<file path="src/hw/rtl/asa_pkg.sv">
// Shared types, constants and helper functions of the angular slot assigner.
// Used by every other file of the block but asa_if; depends on nothing.
`default_nettype none

package asa_pkg;

  // Default sizes; the first two are handed to the top-level parameters.
  localparam int MAX_BLADES_DEF   = 8;
  localparam int CORDIC_STEPS_DEF = 16;
  localparam int SLOT_COUNT       = 5;
  localparam int ATAN_LEN         = 24;
  localparam int QUEUE_DEPTH      = 4;

  // Width of the CORDIC vector registers: a 17-bit vector scaled by 2^16 plus gain.
  localparam int VEC_W = 36;

  // Configuration register reset values.
  localparam logic [15:0] SLOT_SPACING_RST   = 16'd13107;
  localparam logic [15:0] SLOT_TOLERANCE_RST = 16'd6554;
  localparam logic [10:0] WRAP_TOLERANCE_RST = 11'd10;

  // Configuration register indexes.
  typedef enum logic [1:0] {
    CFG_SLOT_SPACING   = 2'd0,
    CFG_SLOT_TOLERANCE = 2'd1,
    CFG_WRAP_TOLERANCE = 2'd2
  } cfg_index_t;

  // Frame status codes.
  typedef enum logic [1:0] {
    ST_SOLVED  = 2'd0,
    ST_EMPTY   = 2'd1,
    ST_DROPPED = 2'd2
  } status_t;

  // One classified item passed from the front to the back.
  typedef struct packed {
    logic               present;
    logic               frame_end;
    logic signed [15:0] x;
    logic signed [15:0] y;
    logic [3:0]         label;
    logic [15:0]        angle;
  } blade_entry_t;

  typedef enum logic [1:0] {
    F_IDLE,
    F_CALC,
    F_PUSH
  } front_state_t;

  typedef enum logic [2:0] {
    B_IDLE,
    B_SRCH,
    B_KEY,
    B_SORT,
    B_EMIT
  } back_state_t;

  // atan(2^-i) in 2^-32 turn units.
  function automatic logic [31:0] atan_step(input logic [4:0] idx);
    logic [31:0] r;
    case (idx)
      5'd0:    r = 32'h20000000;
      5'd1:    r = 32'h12E4051D;
      5'd2:    r = 32'h09FB385B;
      5'd3:    r = 32'h051111D4;
      5'd4:    r = 32'h028B0D43;
      5'd5:    r = 32'h0145D7E1;
      5'd6:    r = 32'h00A2F61E;
      5'd7:    r = 32'h00517C55;
      5'd8:    r = 32'h0028BE53;
      5'd9:    r = 32'h00145F2E;
      5'd10:   r = 32'h000A2F98;
      5'd11:   r = 32'h000517CC;
      5'd12:   r = 32'h00028BE6;
      5'd13:   r = 32'h000145F3;
      5'd14:   r = 32'h0000A2F9;
      5'd15:   r = 32'h0000517C;
      5'd16:   r = 32'h000028BE;
      5'd17:   r = 32'h0000145F;
      5'd18:   r = 32'h00000A2F;
      5'd19:   r = 32'h00000517;
      5'd20:   r = 32'h0000028B;
      5'd21:   r = 32'h00000145;
      5'd22:   r = 32'h000000A2;
      5'd23:   r = 32'h00000051;
      default: r = 32'h00000000;
    endcase
    return r;
  endfunction

endpackage

`default_nettype wire

</file>
<file path="src/hw/rtl/asa_if.sv">
// Valid/ready channel interfaces of the angular slot assigner.
// Blade input, slot result output and configuration write channels.
`default_nettype none

interface asa_in_if;
  logic               valid;
  logic               ready;
  logic signed [15:0] center_x;
  logic signed [15:0] center_y;
  logic signed [15:0] blade_x;
  logic signed [15:0] blade_y;
  logic [3:0]         blade_label;
  logic               blade_present;
  logic               frame_end;

  modport source (output valid, center_x, center_y, blade_x, blade_y, blade_label,
                  blade_present, frame_end, input ready);
  modport sink (input valid, center_x, center_y, blade_x, blade_y, blade_label,
                blade_present, frame_end, output ready);
endinterface

interface asa_out_if;
  logic               valid;
  logic               ready;
  logic [2:0]         slot_index;
  logic               lit;
  logic               is_target;
  logic signed [15:0] point_x;
  logic signed [15:0] point_y;
  logic [3:0]         matched_label;
  logic signed [16:0] relative_angle;
  logic [3:0]         target_label;
  logic [15:0]        tgt_angle;
  logic [3:0]         blade_count;
  logic [1:0]         status;
  logic               last;

  modport source (output valid, slot_index, lit, is_target, point_x, point_y, matched_label,
                  relative_angle, target_label, tgt_angle, blade_count, status, last,
                  input ready);
  modport sink (input valid, slot_index, lit, is_target, point_x, point_y, matched_label,
                relative_angle, target_label, tgt_angle, blade_count, status, last,
                output ready);
endinterface

interface asa_cfg_if;
  logic        valid;
  logic        ready;
  logic [1:0]  index;
  logic [15:0] data;

  modport source (output valid, index, data, input ready);
  modport sink (input valid, index, data, output ready);
endinterface

`default_nettype wire

</file>
<file path="src/hw/rtl/asa_front.sv">
// Front part: accepts blade items and finds each blade angle with an iterative CORDIC.
// Depends on asa_pkg and asa_if; feeds the queue with classified entries.
`default_nettype none

module asa_front #(
  parameter int CORDIC_STEPS = asa_pkg::CORDIC_STEPS_DEF
) (
  input  wire logic           clk,
  input  wire logic           rst,
  asa_in_if.sink              blade_in,
  output asa_pkg::blade_entry_t push_data,
  output logic                push_valid,
  input  wire logic           push_ready
);

  localparam int SW = $clog2(CORDIC_STEPS);
  localparam int VW = asa_pkg::VEC_W;

  asa_pkg::front_state_t state, state_next;

  logic                 present;
  logic                 frame_end;
  logic signed [15:0]   bx;
  logic signed [15:0]   by;
  logic [3:0]           label;
  logic signed [VW-1:0] x;
  logic signed [VW-1:0] y;
  logic [31:0]          acc;
  logic [SW-1:0]        step;

  logic signed [16:0]   vx;
  logic signed [16:0]   vy;
  logic signed [VW-1:0] x0;
  logic signed [VW-1:0] y0;
  logic signed [VW-1:0] xs;
  logic signed [VW-1:0] ys;
  logic                 nonzero;
  logic                 steps_done;
  logic [31:0]          acc_round;
  logic [31:0]          tab;

  // Hub-relative vector, scaled by 2^16.
  assign vx = 17'(blade_in.blade_x) - 17'(blade_in.center_x);
  assign vy = 17'(blade_in.blade_y) - 17'(blade_in.center_y);
  assign x0 = {{(VW - 33){vx[16]}}, vx, 16'd0};
  assign y0 = {{(VW - 33){vy[16]}}, vy, 16'd0};
  assign nonzero = (vx != 17'sd0) || (vy != 17'sd0);

  // One vectoring step per cycle.
  assign xs = x >>> step;
  assign ys = y >>> step;
  assign tab = asa_pkg::atan_step(5'(step));
  assign steps_done = (step == SW'(CORDIC_STEPS - 1));

  assign acc_round = acc + 32'h0000_8000;

  // Next state and handshakes.
  always_comb begin
    state_next = state;
    unique case (state)
      asa_pkg::F_IDLE: begin
        if (blade_in.valid) begin
          state_next = (blade_in.blade_present && nonzero) ? asa_pkg::F_CALC
                                                           : asa_pkg::F_PUSH;
        end
      end
      asa_pkg::F_CALC: begin
        if (steps_done) state_next = asa_pkg::F_PUSH;
      end
      asa_pkg::F_PUSH: begin
        if (push_ready) state_next = asa_pkg::F_IDLE;
      end
      default: state_next = asa_pkg::F_IDLE;
    endcase
  end

  assign blade_in.ready = (state == asa_pkg::F_IDLE);
  assign push_valid     = (state == asa_pkg::F_PUSH);

  always_ff @(posedge clk) begin
    if (rst) begin
      state <= asa_pkg::F_IDLE;
    end else begin
      state <= state_next;
    end
  end

  // Item capture and CORDIC datapath.
  always_ff @(posedge clk) begin
    if (state == asa_pkg::F_IDLE && blade_in.valid) begin
      present   <= blade_in.blade_present;
      frame_end <= blade_in.frame_end;
      bx        <= blade_in.blade_x;
      by        <= blade_in.blade_y;
      label     <= blade_in.blade_label;
      step      <= '0;
      if (!nonzero) begin
        acc <= 32'd0;
        x   <= x0;
        y   <= y0;
      end else if (vx[16]) begin
        acc <= 32'h8000_0000;
        x   <= -x0;
        y   <= -y0;
      end else begin
        acc <= 32'd0;
        x   <= x0;
        y   <= y0;
      end
    end else if (state == asa_pkg::F_CALC) begin
      step <= step + SW'(1);
      if (!y[VW-1]) begin
        x   <= x + ys;
        y   <= y - xs;
        acc <= acc + tab;
      end else begin
        x   <= x - ys;
        y   <= y + xs;
        acc <= acc - tab;
      end
    end
  end

  // A zero vector keeps the accumulator at zero, which rounds to angle zero.
  always_comb begin
    push_data           = '0;
    push_data.present   = present;
    push_data.frame_end = frame_end;
    push_data.x         = bx;
    push_data.y         = by;
    push_data.label     = label;
    push_data.angle     = acc_round[31:16];
  end

endmodule

`default_nettype wire

</file>
<file path="src/hw/rtl/asa_queue.sv">
// Short queue between the front and the back of the angular slot assigner.
// Depends on asa_pkg for the entry type and the depth.
`default_nettype none

module asa_queue (
  input  wire logic                  clk,
  input  wire logic                  rst,
  input  wire asa_pkg::blade_entry_t push_data,
  input  wire logic                  push_valid,
  output logic                       push_ready,
  output asa_pkg::blade_entry_t      pop_data,
  output logic                       pop_valid,
  input  wire logic                  pop_ready
);

  localparam int DEPTH = asa_pkg::QUEUE_DEPTH;
  localparam int PW    = $clog2(DEPTH);

  asa_pkg::blade_entry_t mem [DEPTH];

  logic [PW-1:0] wr_ptr;
  logic [PW-1:0] rd_ptr;
  logic [PW:0]   fill;
  logic          do_push;
  logic          do_pop;

  assign push_ready = (fill != (PW + 1)'(DEPTH));
  assign pop_valid  = (fill != '0);
  assign do_push    = push_valid && push_ready;
  assign do_pop     = pop_valid && pop_ready;
  assign pop_data   = mem[rd_ptr];

  // Pointers and fill level.
  always_ff @(posedge clk) begin
    if (rst) begin
      wr_ptr <= '0;
      rd_ptr <= '0;
      fill   <= '0;
    end else begin
      if (do_push) wr_ptr <= wr_ptr + PW'(1);
      if (do_pop)  rd_ptr <= rd_ptr + PW'(1);
      if (do_push && !do_pop) begin
        fill <= fill + (PW + 1)'(1);
      end else if (do_pop && !do_push) begin
        fill <= fill - (PW + 1)'(1);
      end
    end
  end

  // Entry storage.
  always_ff @(posedge clk) begin
    if (do_push) mem[wr_ptr] <= push_data;
  end

endmodule

`default_nettype wire

</file>
<file path="src/hw/rtl/asa_back.sv">
// Back part: stores a frame's blades, picks the target, sorts and fills the slots.
// Depends on asa_pkg and asa_if; holds the configuration registers.
`default_nettype none

module asa_back #(
  parameter int MAX_BLADES = asa_pkg::MAX_BLADES_DEF
) (
  input  wire logic                  clk,
  input  wire logic                  rst,
  asa_cfg_if.sink                    cfg,
  input  wire asa_pkg::blade_entry_t pop_data,
  input  wire logic                  pop_valid,
  output logic                       pop_ready,
  asa_out_if.source                  slot_out
);

  localparam int IW = $clog2(MAX_BLADES);
  localparam int CW = $clog2(MAX_BLADES + 1);
  localparam logic [2:0] LAST_SLOT = 3'(asa_pkg::SLOT_COUNT - 1);

  asa_pkg::back_state_t state, state_next;

  // Blade store, undefined until written.
  logic signed [15:0] st_x   [MAX_BLADES];
  logic signed [15:0] st_y   [MAX_BLADES];
  logic [3:0]         st_lab [MAX_BLADES];
  logic [15:0]        st_ang [MAX_BLADES];
  logic [IW-1:0]      ord    [MAX_BLADES];

  logic [15:0]        slot_spacing;
  logic [15:0]        slot_tolerance;
  logic [10:0]        wrap_tolerance;

  logic [CW-1:0]      cnt;
  logic               ovf;
  logic [15:0]        prev_ta;
  logic               prev_solved;
  logic [15:0]        ta;
  logic [3:0]         tlab;
  logic [IW-1:0]      tgt;
  logic [16:0]        best;
  logic [IW-1:0]      i;
  logic [IW-1:0]      j;
  logic [IW-1:0]      pos;
  logic signed [16:0] key_rel;
  logic [CW-1:0]      key_rk;
  logic [2:0]         s;
  logic [CW-1:0]      jp;
  logic [18:0]        sang;

  logic [IW-1:0]      rd_idx;
  logic [15:0]        rd_ang;
  logic signed [17:0] raw_rel;
  logic signed [16:0] rd_rel;
  logic [CW-1:0]      rd_rk;
  logic [15:0]        dd;
  logic [16:0]        wrap_dist;
  logic               search_en;
  logic               srch_last;
  logic               before_key;
  logic               have;
  logic signed [19:0] sdiff;
  logic [19:0]        sabs;
  logic               lit_now;
  logic               out_free;
  logic [1:0]         status_now;
  logic [3:0]         cnt_out;
  logic               pop_take;

  // Configuration writes are always taken.
  assign cfg.ready = 1'b1;

  always_ff @(posedge clk) begin
    if (rst) begin
      slot_spacing   <= asa_pkg::SLOT_SPACING_RST;
      slot_tolerance <= asa_pkg::SLOT_TOLERANCE_RST;
      wrap_tolerance <= asa_pkg::WRAP_TOLERANCE_RST;
    end else if (cfg.valid) begin
      case (cfg.index)
        asa_pkg::CFG_SLOT_SPACING:   slot_spacing   <= cfg.data;
        asa_pkg::CFG_SLOT_TOLERANCE: slot_tolerance <= cfg.data;
        asa_pkg::CFG_WRAP_TOLERANCE: wrap_tolerance <= cfg.data[10:0];
        default: ;
      endcase
    end
  end

  // Single read port of the store; the address follows the phase.
  always_comb begin
    unique case (state)
      asa_pkg::B_SORT: rd_idx = j;
      asa_pkg::B_EMIT: rd_idx = ord[jp[IW-1:0]];
      default:         rd_idx = i;
    endcase
  end

  assign rd_ang = st_ang[rd_idx];

  // Angle relative to the target, wrapped unless just below zero.
  assign raw_rel = $signed({2'b00, rd_ang}) - $signed({2'b00, ta});
  assign rd_rel  = (raw_rel < -$signed({7'd0, wrap_tolerance}))
                   ? 17'(raw_rel + 18'sd65536) : 17'(raw_rel);
  assign rd_rk   = (rd_idx == tgt) ? '0 : CW'(rd_idx) + CW'(1);

  // Wrapped distance to the previous target angle.
  assign dd        = rd_ang - prev_ta;
  assign wrap_dist = (dd > 16'd32768) ? (17'h10000 - {1'b0, dd}) : {1'b0, dd};

  assign search_en  = (cnt > CW'(1)) && prev_solved;
  assign srch_last  = !search_en || (CW'(i) == cnt - CW'(1));
  assign before_key = (rd_rel < key_rel) || ((rd_rel == key_rel) && (rd_rk < key_rk));

  // Slot match test for the next blade in sorted order.
  assign have    = (jp < cnt);
  assign sdiff   = 20'(rd_rel) - $signed({1'b0, sang});
  assign sabs    = sdiff[19] ? 20'(-sdiff) : 20'(sdiff);
  assign lit_now = have && (sabs < {4'd0, slot_tolerance});

  assign out_free   = !slot_out.valid || slot_out.ready;
  assign status_now = (cnt == '0) ? asa_pkg::ST_EMPTY
                    : (ovf ? asa_pkg::ST_DROPPED : asa_pkg::ST_SOLVED);
  assign cnt_out    = (cnt > CW'(15)) ? 4'd15 : 4'(cnt);

  assign pop_ready = (state == asa_pkg::B_IDLE);
  assign pop_take  = pop_ready && pop_valid;

  // Next state.
  always_comb begin
    state_next = state;
    unique case (state)
      asa_pkg::B_IDLE: begin
        if (pop_valid && pop_data.frame_end) state_next = asa_pkg::B_SRCH;
      end
      asa_pkg::B_SRCH: begin
        if (cnt == '0) begin
          state_next = asa_pkg::B_EMIT;
        end else if (srch_last) begin
          state_next = asa_pkg::B_KEY;
        end
      end
      asa_pkg::B_KEY: state_next = asa_pkg::B_SORT;
      asa_pkg::B_SORT: begin
        if (CW'(j) == cnt - CW'(1)) begin
          state_next = (CW'(i) == cnt - CW'(1)) ? asa_pkg::B_EMIT : asa_pkg::B_KEY;
        end
      end
      asa_pkg::B_EMIT: begin
        if (out_free && s == LAST_SLOT) state_next = asa_pkg::B_IDLE;
      end
      default: state_next = asa_pkg::B_IDLE;
    endcase
  end

  always_ff @(posedge clk) begin
    if (rst) begin
      state <= asa_pkg::B_IDLE;
    end else begin
      state <= state_next;
    end
  end

  // Blade store writes.
  always_ff @(posedge clk) begin
    if (pop_take && pop_data.present && cnt < CW'(MAX_BLADES)) begin
      st_x[cnt[IW-1:0]]   <= pop_data.x;
      st_y[cnt[IW-1:0]]   <= pop_data.y;
      st_lab[cnt[IW-1:0]] <= pop_data.label;
      st_ang[cnt[IW-1:0]] <= pop_data.angle;
    end
  end

  // Sorted order table.
  always_ff @(posedge clk) begin
    if (state == asa_pkg::B_SORT && CW'(j) == cnt - CW'(1)) begin
      ord[before_key ? pos + IW'(1) : pos] <= i;
    end
  end

  // Frame control state.
  always_ff @(posedge clk) begin
    if (rst) begin
      cnt         <= '0;
      ovf         <= 1'b0;
      prev_ta     <= '0;
      prev_solved <= 1'b0;
    end else begin
      if (pop_take && pop_data.present) begin
        if (cnt < CW'(MAX_BLADES)) begin
          cnt <= cnt + CW'(1);
        end else begin
          ovf <= 1'b1;
        end
      end
      if (state == asa_pkg::B_SRCH && cnt == '0) begin
        prev_solved <= 1'b0;
      end
      if (state == asa_pkg::B_SORT && state_next == asa_pkg::B_EMIT) begin
        prev_solved <= 1'b1;
        prev_ta     <= ta;
      end
      if (state == asa_pkg::B_EMIT && out_free && s == LAST_SLOT) begin
        cnt <= '0;
        ovf <= 1'b0;
      end
    end
  end

  // Target search, sort and slot walk datapath.
  always_ff @(posedge clk) begin
    unique case (state)
      asa_pkg::B_IDLE: begin
        i <= '0;
      end
      asa_pkg::B_SRCH: begin
        if (cnt == '0) begin
          ta   <= '0;
          tlab <= '0;
          tgt  <= '0;
          s    <= '0;
          jp   <= '0;
          sang <= '0;
        end else begin
          if (i == '0 || wrap_dist < best) begin
            best <= wrap_dist;
            tgt  <= i;
            ta   <= rd_ang;
            tlab <= st_lab[rd_idx];
          end
          i <= srch_last ? '0 : i + IW'(1);
        end
      end
      asa_pkg::B_KEY: begin
        key_rel <= rd_rel;
        key_rk  <= rd_rk;
        pos     <= '0;
        j       <= '0;
      end
      asa_pkg::B_SORT: begin
        if (before_key) pos <= pos + IW'(1);
        j <= j + IW'(1);
        if (CW'(j) == cnt - CW'(1)) begin
          i    <= i + IW'(1);
          s    <= '0;
          jp   <= '0;
          sang <= '0;
        end
      end
      asa_pkg::B_EMIT: begin
        if (out_free) begin
          s    <= s + 3'd1;
          sang <= sang + {3'd0, slot_spacing};
          if (lit_now) jp <= jp + CW'(1);
        end
      end
      default: ;
    endcase
  end

  // Result register.
  always_ff @(posedge clk) begin
    if (rst) begin
      slot_out.valid <= 1'b0;
    end else if (state == asa_pkg::B_EMIT && out_free) begin
      slot_out.valid <= 1'b1;
    end else if (slot_out.ready) begin
      slot_out.valid <= 1'b0;
    end
  end

  always_ff @(posedge clk) begin
    if (state == asa_pkg::B_EMIT && out_free) begin
      slot_out.slot_index     <= s;
      slot_out.lit            <= lit_now;
      slot_out.is_target      <= lit_now && (rd_idx == tgt);
      slot_out.point_x        <= lit_now ? st_x[rd_idx] : 16'sd0;
      slot_out.point_y        <= lit_now ? st_y[rd_idx] : 16'sd0;
      slot_out.matched_label  <= lit_now ? st_lab[rd_idx] : 4'd0;
      slot_out.relative_angle <= lit_now ? rd_rel : 17'sd0;
      slot_out.target_label   <= tlab;
      slot_out.tgt_angle      <= ta;
      slot_out.blade_count    <= cnt_out;
      slot_out.status         <= status_now;
      slot_out.last           <= (s == LAST_SLOT);
    end
  end

endmodule

`default_nettype wire

</file>
<file path="src/hw/rtl/angular_slot_assigner.sv">
// Top level of the angular slot assigner: front, queue and back.
// Depends on asa_pkg, asa_if, asa_front, asa_queue and asa_back.
//
//   channel    dir  transaction
//   blade_in   in   one blade point or empty marker, frame_end closes the frame
//   slot_out   out  one slot result, five per frame, last on the fifth
//   cfg        in   register write: index 0 spacing, 1 tolerance, 2 wrap tolerance
//
// A blade passes the front's CORDIC one step per cycle; an item without a blade skips
// the CORDIC, and the front takes a new item only after the last one is pushed on.
// A frame end starts a target search, a sort and a slot walk in the back, held by output
// stalls and paced by the single store read port.
// Reset is synchronous and active high; the store needs no clearing pass.
// The queue lets the front keep taking blades while the back waits on slot_out.
`default_nettype none

module angular_slot_assigner #(
  parameter int MAX_BLADES   = asa_pkg::MAX_BLADES_DEF,
  parameter int CORDIC_STEPS = asa_pkg::CORDIC_STEPS_DEF
) (
  input  wire logic clk,
  input  wire logic rst,
  asa_in_if.sink    blade_in,
  asa_out_if.source slot_out,
  asa_cfg_if.sink   cfg
);

  asa_pkg::blade_entry_t push_data;
  asa_pkg::blade_entry_t pop_data;
  logic                  push_valid;
  logic                  push_ready;
  logic                  pop_valid;
  logic                  pop_ready;

  // Angle unit.
  asa_front #(
    .CORDIC_STEPS(CORDIC_STEPS)
  ) u_front (
    .clk       (clk),
    .rst       (rst),
    .blade_in  (blade_in),
    .push_data (push_data),
    .push_valid(push_valid),
    .push_ready(push_ready)
  );

  // Decoupling queue.
  asa_queue u_queue (
    .clk       (clk),
    .rst       (rst),
    .push_data (push_data),
    .push_valid(push_valid),
    .push_ready(push_ready),
    .pop_data  (pop_data),
    .pop_valid (pop_valid),
    .pop_ready (pop_ready)
  );

  // Frame solver.
  asa_back #(
    .MAX_BLADES(MAX_BLADES)
  ) u_back (
    .clk      (clk),
    .rst      (rst),
    .cfg      (cfg),
    .pop_data (pop_data),
    .pop_valid(pop_valid),
    .pop_ready(pop_ready),
    .slot_out (slot_out)
  );

endmodule

`default_nettype wire

</file>
<file path="src/flat_wrapper.sv">
// flat-port wrapper written by rule: the top's interface ports become plain ports
module angular_slot_assigner_flat 
#(
  parameter int MAX_BLADES   = asa_pkg::MAX_BLADES_DEF,
  parameter int CORDIC_STEPS = asa_pkg::CORDIC_STEPS_DEF
)
  (clk, rst, blade_in_valid, blade_in_center_x, blade_in_center_y, blade_in_blade_x, blade_in_blade_y, blade_in_blade_label, blade_in_blade_present, blade_in_frame_end, blade_in_ready, slot_out_valid, slot_out_slot_index, slot_out_lit, slot_out_is_target, slot_out_point_x, slot_out_point_y, slot_out_matched_label, slot_out_relative_angle, slot_out_target_label, slot_out_tgt_angle, slot_out_blade_count, slot_out_status, slot_out_last, slot_out_ready, cfg_valid, cfg_index, cfg_data, cfg_ready);
  asa_in_if blade_in_i ();
  asa_out_if slot_out_i ();
  asa_cfg_if cfg_i ();
  input  wire logic clk;
  input  wire logic rst;
  input wire logic [$bits(blade_in_i.valid)-1:0] blade_in_valid;
  input wire logic [$bits(blade_in_i.center_x)-1:0] blade_in_center_x;
  input wire logic [$bits(blade_in_i.center_y)-1:0] blade_in_center_y;
  input wire logic [$bits(blade_in_i.blade_x)-1:0] blade_in_blade_x;
  input wire logic [$bits(blade_in_i.blade_y)-1:0] blade_in_blade_y;
  input wire logic [$bits(blade_in_i.blade_label)-1:0] blade_in_blade_label;
  input wire logic [$bits(blade_in_i.blade_present)-1:0] blade_in_blade_present;
  input wire logic [$bits(blade_in_i.frame_end)-1:0] blade_in_frame_end;
  output wire logic [$bits(blade_in_i.ready)-1:0] blade_in_ready;
  output wire logic [$bits(slot_out_i.valid)-1:0] slot_out_valid;
  output wire logic [$bits(slot_out_i.slot_index)-1:0] slot_out_slot_index;
  output wire logic [$bits(slot_out_i.lit)-1:0] slot_out_lit;
  output wire logic [$bits(slot_out_i.is_target)-1:0] slot_out_is_target;
  output wire logic [$bits(slot_out_i.point_x)-1:0] slot_out_point_x;
  output wire logic [$bits(slot_out_i.point_y)-1:0] slot_out_point_y;
  output wire logic [$bits(slot_out_i.matched_label)-1:0] slot_out_matched_label;
  output wire logic [$bits(slot_out_i.relative_angle)-1:0] slot_out_relative_angle;
  output wire logic [$bits(slot_out_i.target_label)-1:0] slot_out_target_label;
  output wire logic [$bits(slot_out_i.tgt_angle)-1:0] slot_out_tgt_angle;
  output wire logic [$bits(slot_out_i.blade_count)-1:0] slot_out_blade_count;
  output wire logic [$bits(slot_out_i.status)-1:0] slot_out_status;
  output wire logic [$bits(slot_out_i.last)-1:0] slot_out_last;
  input wire logic [$bits(slot_out_i.ready)-1:0] slot_out_ready;
  input wire logic [$bits(cfg_i.valid)-1:0] cfg_valid;
  input wire logic [$bits(cfg_i.index)-1:0] cfg_index;
  input wire logic [$bits(cfg_i.data)-1:0] cfg_data;
  output wire logic [$bits(cfg_i.ready)-1:0] cfg_ready;
  assign blade_in_i.valid = blade_in_valid;
  assign blade_in_i.center_x = blade_in_center_x;
  assign blade_in_i.center_y = blade_in_center_y;
  assign blade_in_i.blade_x = blade_in_blade_x;
  assign blade_in_i.blade_y = blade_in_blade_y;
  assign blade_in_i.blade_label = blade_in_blade_label;
  assign blade_in_i.blade_present = blade_in_blade_present;
  assign blade_in_i.frame_end = blade_in_frame_end;
  assign blade_in_ready = blade_in_i.ready;
  assign slot_out_valid = slot_out_i.valid;
  assign slot_out_slot_index = slot_out_i.slot_index;
  assign slot_out_lit = slot_out_i.lit;
  assign slot_out_is_target = slot_out_i.is_target;
  assign slot_out_point_x = slot_out_i.point_x;
  assign slot_out_point_y = slot_out_i.point_y;
  assign slot_out_matched_label = slot_out_i.matched_label;
  assign slot_out_relative_angle = slot_out_i.relative_angle;
  assign slot_out_target_label = slot_out_i.target_label;
  assign slot_out_tgt_angle = slot_out_i.tgt_angle;
  assign slot_out_blade_count = slot_out_i.blade_count;
  assign slot_out_status = slot_out_i.status;
  assign slot_out_last = slot_out_i.last;
  assign slot_out_i.ready = slot_out_ready;
  assign cfg_i.valid = cfg_valid;
  assign cfg_i.index = cfg_index;
  assign cfg_i.data = cfg_data;
  assign cfg_ready = cfg_i.ready;
  angular_slot_assigner #(.MAX_BLADES(MAX_BLADES), .CORDIC_STEPS(CORDIC_STEPS)) u_core (.clk(clk), .rst(rst), .blade_in(blade_in_i), .slot_out(slot_out_i), .cfg(cfg_i));
endmodule
</file>
<file path="config.mk">
export PLATFORM = sky130hd
export DESIGN_NAME = angular_slot_assigner_flat
export DESIGN_NICKNAME = d
export VERILOG_FILES = /design/src/hw/rtl/asa_pkg.sv /design/src/hw/rtl/asa_if.sv /design/src/hw/rtl/asa_front.sv /design/src/hw/rtl/asa_queue.sv /design/src/hw/rtl/asa_back.sv /design/src/hw/rtl/angular_slot_assigner.sv /design/src/flat_wrapper.sv
export SDC_FILE = /design/constraint.sdc
export NUM_CORES = 2
export LEC_CHECK = 0
export ABC_CLOCK_PERIOD_IN_PS = 14400
export BUFFER_PORTS_ARGS = -buffer_cell sky130_fd_sc_hd__buf_2
export CORE_MARGIN = 10
export CORE_UTILIZATION = 48
export CTS_CLUSTER_DIAMETER = 50
export DETAILED_ROUTE_END_ITERATION = 6
export GPL_TIMING_DRIVEN = 0
export HOLD_SLACK_MARGIN = 0.15
export PLACE_DENSITY = 0.76
export SLEW_MARGIN = 20
export SYNTH_ARGS = -nofsm -noshare
export SYNTH_HDL_FRONTEND = slang
export SYNTH_SLANG_ARGS = --single-unit
</file>
<file path="constraint.sdc">
create_clock -name clk -period 14.4 [get_ports clk]
set_input_delay 4.32 -clock clk [delete_from_list [all_inputs] [get_ports clk]]
set_output_delay 4.32 -clock clk [all_outputs]
set_load 0.05 [all_outputs]
</file>
==> Yosys cells after proc, flatten, opt, wreduce, memory -nomap -nowiden <==
Memory sizes are Yosys's and may differ from the RTL's. A register that Yosys moved wholly into a read port is not among the register bits.
Index checks and enable logic that the tools add are counted.
W data, S select, Z words.
{ "op_classes": {"add_sub_neg": 32, "n_lt_le_gt_ge": 10, "eq_ne": 24, "n_shift": 2, "mux": 73, "bitwise_logic": 2, "reduce_logical": 58} }
{ "ops": {"columns": ["op", "n"], "rows": [
  ["$mux W36", 10],
  ["$mux W32", 5],
  ["$add A36 B36 Y36", 2],
  ["$neg A33 Y36", 2],
  ["$sshr A36 B4 Y36", 2],
  ["$sub A36 B36 Y36", 2],
  ["$mux W19", 3],
  ["$pmux W19 S3", 1],
  ["$mux W3", 17],
  ["$sub A16 B16 Y17", 3],
  ["$lt A17 B17 Y1", 2],
  ["$mux W17", 2],
  ["$reduce_bool A17 Y1", 2],
  ["$add A32 B16 Y32 const B", 1],
  ["$add A32 B32 Y32", 1],
  ["$mux W4", 8],
  ["$sub A32 B32 Y32", 1],
  ["$lt A20 B16 Y1", 1],
  ["$mux W20", 1],
  ["$neg A20 Y20", 1],
  ["$sub A17 B20 Y20", 1],
  ["$add A19 B16 Y19", 1],
  ["$logic_and A1 B1 Y1", 19],
  ["$lt A17 B18 Y1", 1],
  ["other kinds (48)", 112]
]} }
{ "word_totals": {"ff_bits": 373, "ramBits": 656, "rom_bits": 480, "out_inout_bits": 88, "elab_cells": 252, "n_memories": 7} }
{ "memory_table": {"columns": ["name", "depth", "width", "read_ports", "rd_clocked_by_memory_dff", "write_ports", "line", "rtl"], "rows": [
  ["(name not given)", 16, 30, 1, 1, 0, "asa_pkg.sv:63", "case (idx)"],
  ["u_core.u_queue.mem", 4, 54, 1, 1, 1, "asa_queue.sv:19", "asa_pkg::blade_entry_t mem [DEPTH];"],
  ["u_core.u_back.st_ang", 8, 16, 1, 0, 1, "asa_back.sv:27", "logic [15:0] st_ang [MAX_BLADES];"],
  ["u_core.u_back.st_x", 8, 16, 1, 1, 1, "asa_back.sv:24", "logic signed [15:0] st_x [MAX_BLADES];"],
  ["u_core.u_back.st_y", 8, 16, 1, 1, 1, "asa_back.sv:25", "logic signed [15:0] st_y [MAX_BLADES];"],
  ["u_core.u_back.st_lab", 8, 4, 1, 0, 1, "asa_back.sv:26", "logic [3:0] st_lab [MAX_BLADES];"],
  ["1 more memories", null, null, null, null, null, null, null]
]} }

==> Longest topological paths before layout <==
An unclocked memory read counts as a cell.
{ "logic_depth": {"depth_word": 15, "mapped_depth": 53, "ltp_nobuf": 47} }

==> Cells and area by module <==
From an unflattened synthesis, not the netlist that was laid out.
{ "hier_totals": {"hier_cells": 5450, "area_unflattened_um2": 60725.7} }
{ "by_module_without_submodules": {"columns": ["mod", "instances", "cells_each", "area_per_inst_um2"], "rows": [
  ["asa_back", 1, 2791, 32128.3],
  ["asa_front", 1, 2329, 20273.2],
  ["asa_queue", 1, 330, 8324.2]
]} }

==> Worst setup path after synthesis <==
No wires, ideal clock.
{ "synth_path": {"path_type": "register -> register", "from": "register (tool-made name)", "to": "register u_core.u_back.jp[0], enable pin", "setup_ps": 344, "t_arrival_ps": 9925, "required_ps": 14056, "path_slack_ps": 4131, "stages_incl_launch_ff": 49, "path_buffers": 6, "period_less_slack_ps": 10269, "cell_sequence": "dfxtp_1 -> buf_2 -> mux4_2 -> mux2_2 -> o21ai_0 -> a21oi_1 -> clkbuf_1 -> clkbuf_1 -> clkbuf_1 -> mux2i_1 -> a21oi_1 -> mux2_2 -> ha_1 -> nor2b_1 -> o21ai_0 -> a21oi_1 -> o21ai_0 -> nand3b_1 -> [13 not listed] -> nor2_1 -> xnor2_1 -> clkbuf_1 -> o21ai_0 -> ha_1 -> a21o_1 -> a21oi_1 -> nor2b_1 -> o21ai_0 -> a21oi_1 -> o21ai_0 -> nand2b_1 -> a21oi_1 -> nor4b_1 -> a211o_1 -> or2_1 -> buf_6 -> a21oi_1"} }
{ "synth_rtl": {"columns": ["item", "line", "rtl"], "rows": [
  ["end signal: assignment", "asa_back.sv:252", "if (lit_now) jp <= jp + CW'(1);"],
  ["end: declaration", "asa_back.sv:48", "logic [CW-1:0] jp;"]
]} }

==> impl_summary.log <==
INFO  metric final-hold-violation-count = 0
INFO  metric insertedDiodeCount = 0
INFO  metric placement.io_buffers = 179
INFO  metric worst-setup-path-type = register to register
INFO  metric synth-warning-count = 0
INFO  metric synth_edf_count = 979
INFO  metric wl = 162900 microns
INFO  metric timing.hold.worst.start = u_core.u_back.tlab[3]$_SDFFCE_PP0P_
INFO  metric critPathLaunchType = register
INFO  metric slew_headroom = 0.2501
INFO  metric timing.final.max_slew_violations = 0
INFO  metric worst_setup_hold_path_clk_slew = 60 ps
INFO  metric top_ff_cell_synth = sky130_fd_sc_hd__edfxtp_1
INFO  metric drc = 0
INFO  metric critical_path.endpoint_type = register
INFO  metric antenna_found_initial = 4
INFO  metric tightest_slew = 1125 ps
INFO  metric finalWorstPathRequiredPeriod = 13560 ps
INFO  metric number_of_buffers_inserted_during_clock_tree_synthesis = 130
INFO  metric synthesis_stage_register_bit_count = 1096
INFO  metric hpwl_detailed = 117700 microns
INFO  metric fp-row-count = 128
INFO  metric timing.clock.skew = 68.44 ps
INFO  metric htree_levels = 4
INFO  metric worst_hold_path_type = register to register
INFO  metric die_height = 371.2 microns
INFO  metric synth_sequential_area_ratio = 0.5360
INFO  metric via_count = 42360
INFO  metric place_congestion = 0.9674
INFO  metric maxCapViolCount = 0
INFO  metric grt_pass1_wl = 247000 microns
INFO  metric clock_tree_from_tritoncts = yes
INFO  metric finalNetCount = 5789
INFO  metric detail-route-antenna-nets = 0
INFO  metric grt_pass1_vias = 41810
INFO  metric timing.critical_path.required = 14850 ps
INFO  metric post_route_cells_drive_above_1_share = 0.1226
INFO  metric ios = 181
INFO  metric grt_max_degree = 56
INFO  metric initial_core_util = 0.4846
INFO  metric utilization = 0.5509
INFO  metric outcome = finished clean
INFO  metric via_per_inst = 5.953
INFO  metric clock_latency = 780 ps
INFO  metric synthesis.area = 59210 sq um
INFO  metric grt_usage = 0.2302
INFO  metric timing.fmax = 73.74 MHz
INFO  metric post-route-period-util = 0.9417
INFO  metric core_region_area = 122200 sq um
INFO  metric synthDistinctLibCells = 89
INFO  metric synth_async_sr_flop_share = 0
INFO  metric ctsRootBufferMaster = sky130_fd_sc_hd__clkbuf_16
INFO  metric synth_cells = 5033
INFO  metric numClockSinks = 1096
INFO  metric dieArea = 137800 sq um
INFO  metric detailedRoute.firstIterationViolations = 4192
INFO  metric wl_per_cell = 22.89 microns
INFO  metric die_w = 371.2 microns
INFO  metric rsz0062_at_grt = no
INFO  metric globalRoute.totalOverflow = 0
INFO  metric path_max_fanout = 10
INFO  metric cts.hold.buffers_added = 0
INFO  metric detail_route.first_pass.iterations = 5
INFO  metric slowest_delay = 760 ps
INFO  metric cts_max_path_buffers = 3
INFO  metric total_negative_slack_for_setup_checks = 0 ps
INFO  metric arrival = 14010 ps
INFO  metric setup_viol_count_final = 0
INFO  metric timing.critical_path.slowest_stage_cell = sky130_fd_sc_hd__buf_1
INFO  metric setup.reg_to_reg.worst_slack = 840 ps
INFO  metric mean_instance_size_in_the_synthesized_netlist = 11.76 sq um
INFO  metric area_delta_synth_final = 13.68%
cell type report:
class / count / area [sq um]
fill: 9870 / 54880
sequential: 1096 / 31740
multi-input combinational: 3465 / 25750
clock buffer: 167 / 3505
tap: 1625 / 2033
timing repair buffer: 219 / 1703
inverter: 260 / 975.9
buffer: 213 / 859.6
clock inverter: 71 / 745.7
worst paths after layout:
path                                                       to  cells after the start
max           u_core.u_back.slot_out.point_y[0]$_SDFFCE_PN0P_                     48
min          u_core.u_back.slot_out.target_label[3]$_DFFE_PP_                      0
max reg2reg   u_core.u_back.slot_out.point_y[0]$_SDFFCE_PN0P_                     48
min reg2reg  u_core.u_back.slot_out.target_label[3]$_DFFE_PP_                      0
cell usage in the layout (no fill, tap or decap), types with 86 or more instances in the layout:
master and count:
sky130_fd_sc_hd__xor2_1 141, sky130_fd_sc_hd__nor2b_1 141, sky130_fd_sc_hd__o21ai_0 187, sky130_fd_sc_hd__a21o_1 86, sky130_fd_sc_hd__a211oi_1 162, sky130_fd_sc_hd__buf_2 191, sky130_fd_sc_hd__dfxtp_1 117, sky130_fd_sc_hd__nand2_1 352
sky130_fd_sc_hd__clkbuf_16 132, sky130_fd_sc_hd__edfxtp_1 979, sky130_fd_sc_hd__ha_1 301, sky130_fd_sc_hd__xnor2_1 215, sky130_fd_sc_hd__mux2i_1 170, sky130_fd_sc_hd__mux4_2 135, sky130_fd_sc_hd__nor2_1 441, sky130_fd_sc_hd__a21oi_1 368
sky130_fd_sc_hd__inv_1 255, sky130_fd_sc_hd__clkbuf_1 187
synth_stat cells, types with 43 or more instances:
master,n,area [sq um]
sky130_fd_sc_hd__a211oi_1,162,1216
sky130_fd_sc_hd__o21ai_0,188,940.9
sky130_fd_sc_hd__nor3_1,76,380.4
sky130_fd_sc_hd__a21o_1,86,645.6
sky130_fd_sc_hd__mux2i_1,170,1702
sky130_fd_sc_hd__nand3_1,66,330.3
sky130_fd_sc_hd__nand2_1,352,1321
sky130_fd_sc_hd__nor2_1,447,1678
sky130_fd_sc_hd__and2_1,45,281.5
sky130_fd_sc_hd__nor2b_1,141,882.1
sky130_fd_sc_hd__o21a_1,43,322.8
sky130_fd_sc_hd__ha_1,301,3766
sky130_fd_sc_hd__xor2_1,141,1235
sky130_fd_sc_hd__dfxtp_1,117,2342
sky130_fd_sc_hd__xnor2_1,215,1883
sky130_fd_sc_hd__edfxtp_1,979,29400
sky130_fd_sc_hd__mux4_2,135,3040
sky130_fd_sc_hd__clkbuf_1,160,600.6
sky130_fd_sc_hd__a31oi_1,48,300.3
sky130_fd_sc_hd__a21oi_1,369,1847
sky130_fd_sc_hd__inv_1,255,957.2
per-stage QoR:
step	hold WS (ps)	worst slack, ps	area [sq um]	instances
5_1_grt	438.1	245.0	67320	7116
6_report	416.8	839.4	67320	7116
2_1_floorplan	400.3	4131	59220	5034
3_3_place_gp	403.1	444.8	62150	6838
4_1_cts	418.1	735.5	67310	7116
3_5_place_dp	404.5	814.8	63060	6878
registers in the layout (all words and copies together), names as in the netlist, 30 cells and up, named ones only:
| register | cells |
|---|---|
| u_core.u_front.x | 36 |
| u_core.u_back.st_y | 128 |
| u_core.u_back.st_x | 128 |
| u_core.u_back.st_ang | 128 |
| u_core.u_front.acc | 32 |
| u_core.u_queue.mem | 216 |
| u_core.u_front.tab | 30 |
| u_core.u_back.st_lab | 32 |
| u_core.u_front.y | 36 |
repair_timing:
item                                    in CTS  in global routing
buffers inserted                             0                  0
endpoints found under the setup margin       0                  6
gates resized for setup                      0                  1
cells by family after synthesis:
kind of cell	share of synthesized area
other	0.0001268
xor gates and xnor gates	0.05293
and+or+nand+nor	0.1100
AOI/OAI and AO/OA	0.1147
buffers and inverters	0.03094
muxes	0.08750
DFF	0.5360
adders and majority gates	0.06770
critical path: cells and delay by family, from the launching register on:
| kind | cells | cell delay [ps] |
|---|---|---|
| compound gates | 20 | 3700 |
| buf+inv | 6 | 3160 |
| simple gates | 10 | 1730 |
| fa+ha+maj | 5 | 1700 |
| xor+xnor | 3 | 1470 |
| mux | 4 | 1180 |
| flops | 1 | 290 |
per-layer routing:
metal / wire [microns] / global-route usage / part of all wire / vias up
met5: 34 / 0 / 0.00021 / -
met4: 6813 / 0.09605 / 0.042 / 6
met3: 12580 / 0.04334 / 0.077 / 394
met2: 78100 / 0.3825 / 0.48 / 1845
met1: 65390 / 0.2941 / 0.40 / 20740
li1: - / - / - / 19380
Power is not shown: default switching activity piles up to over one toggle a cycle in this logic, so the estimate is an artifact.
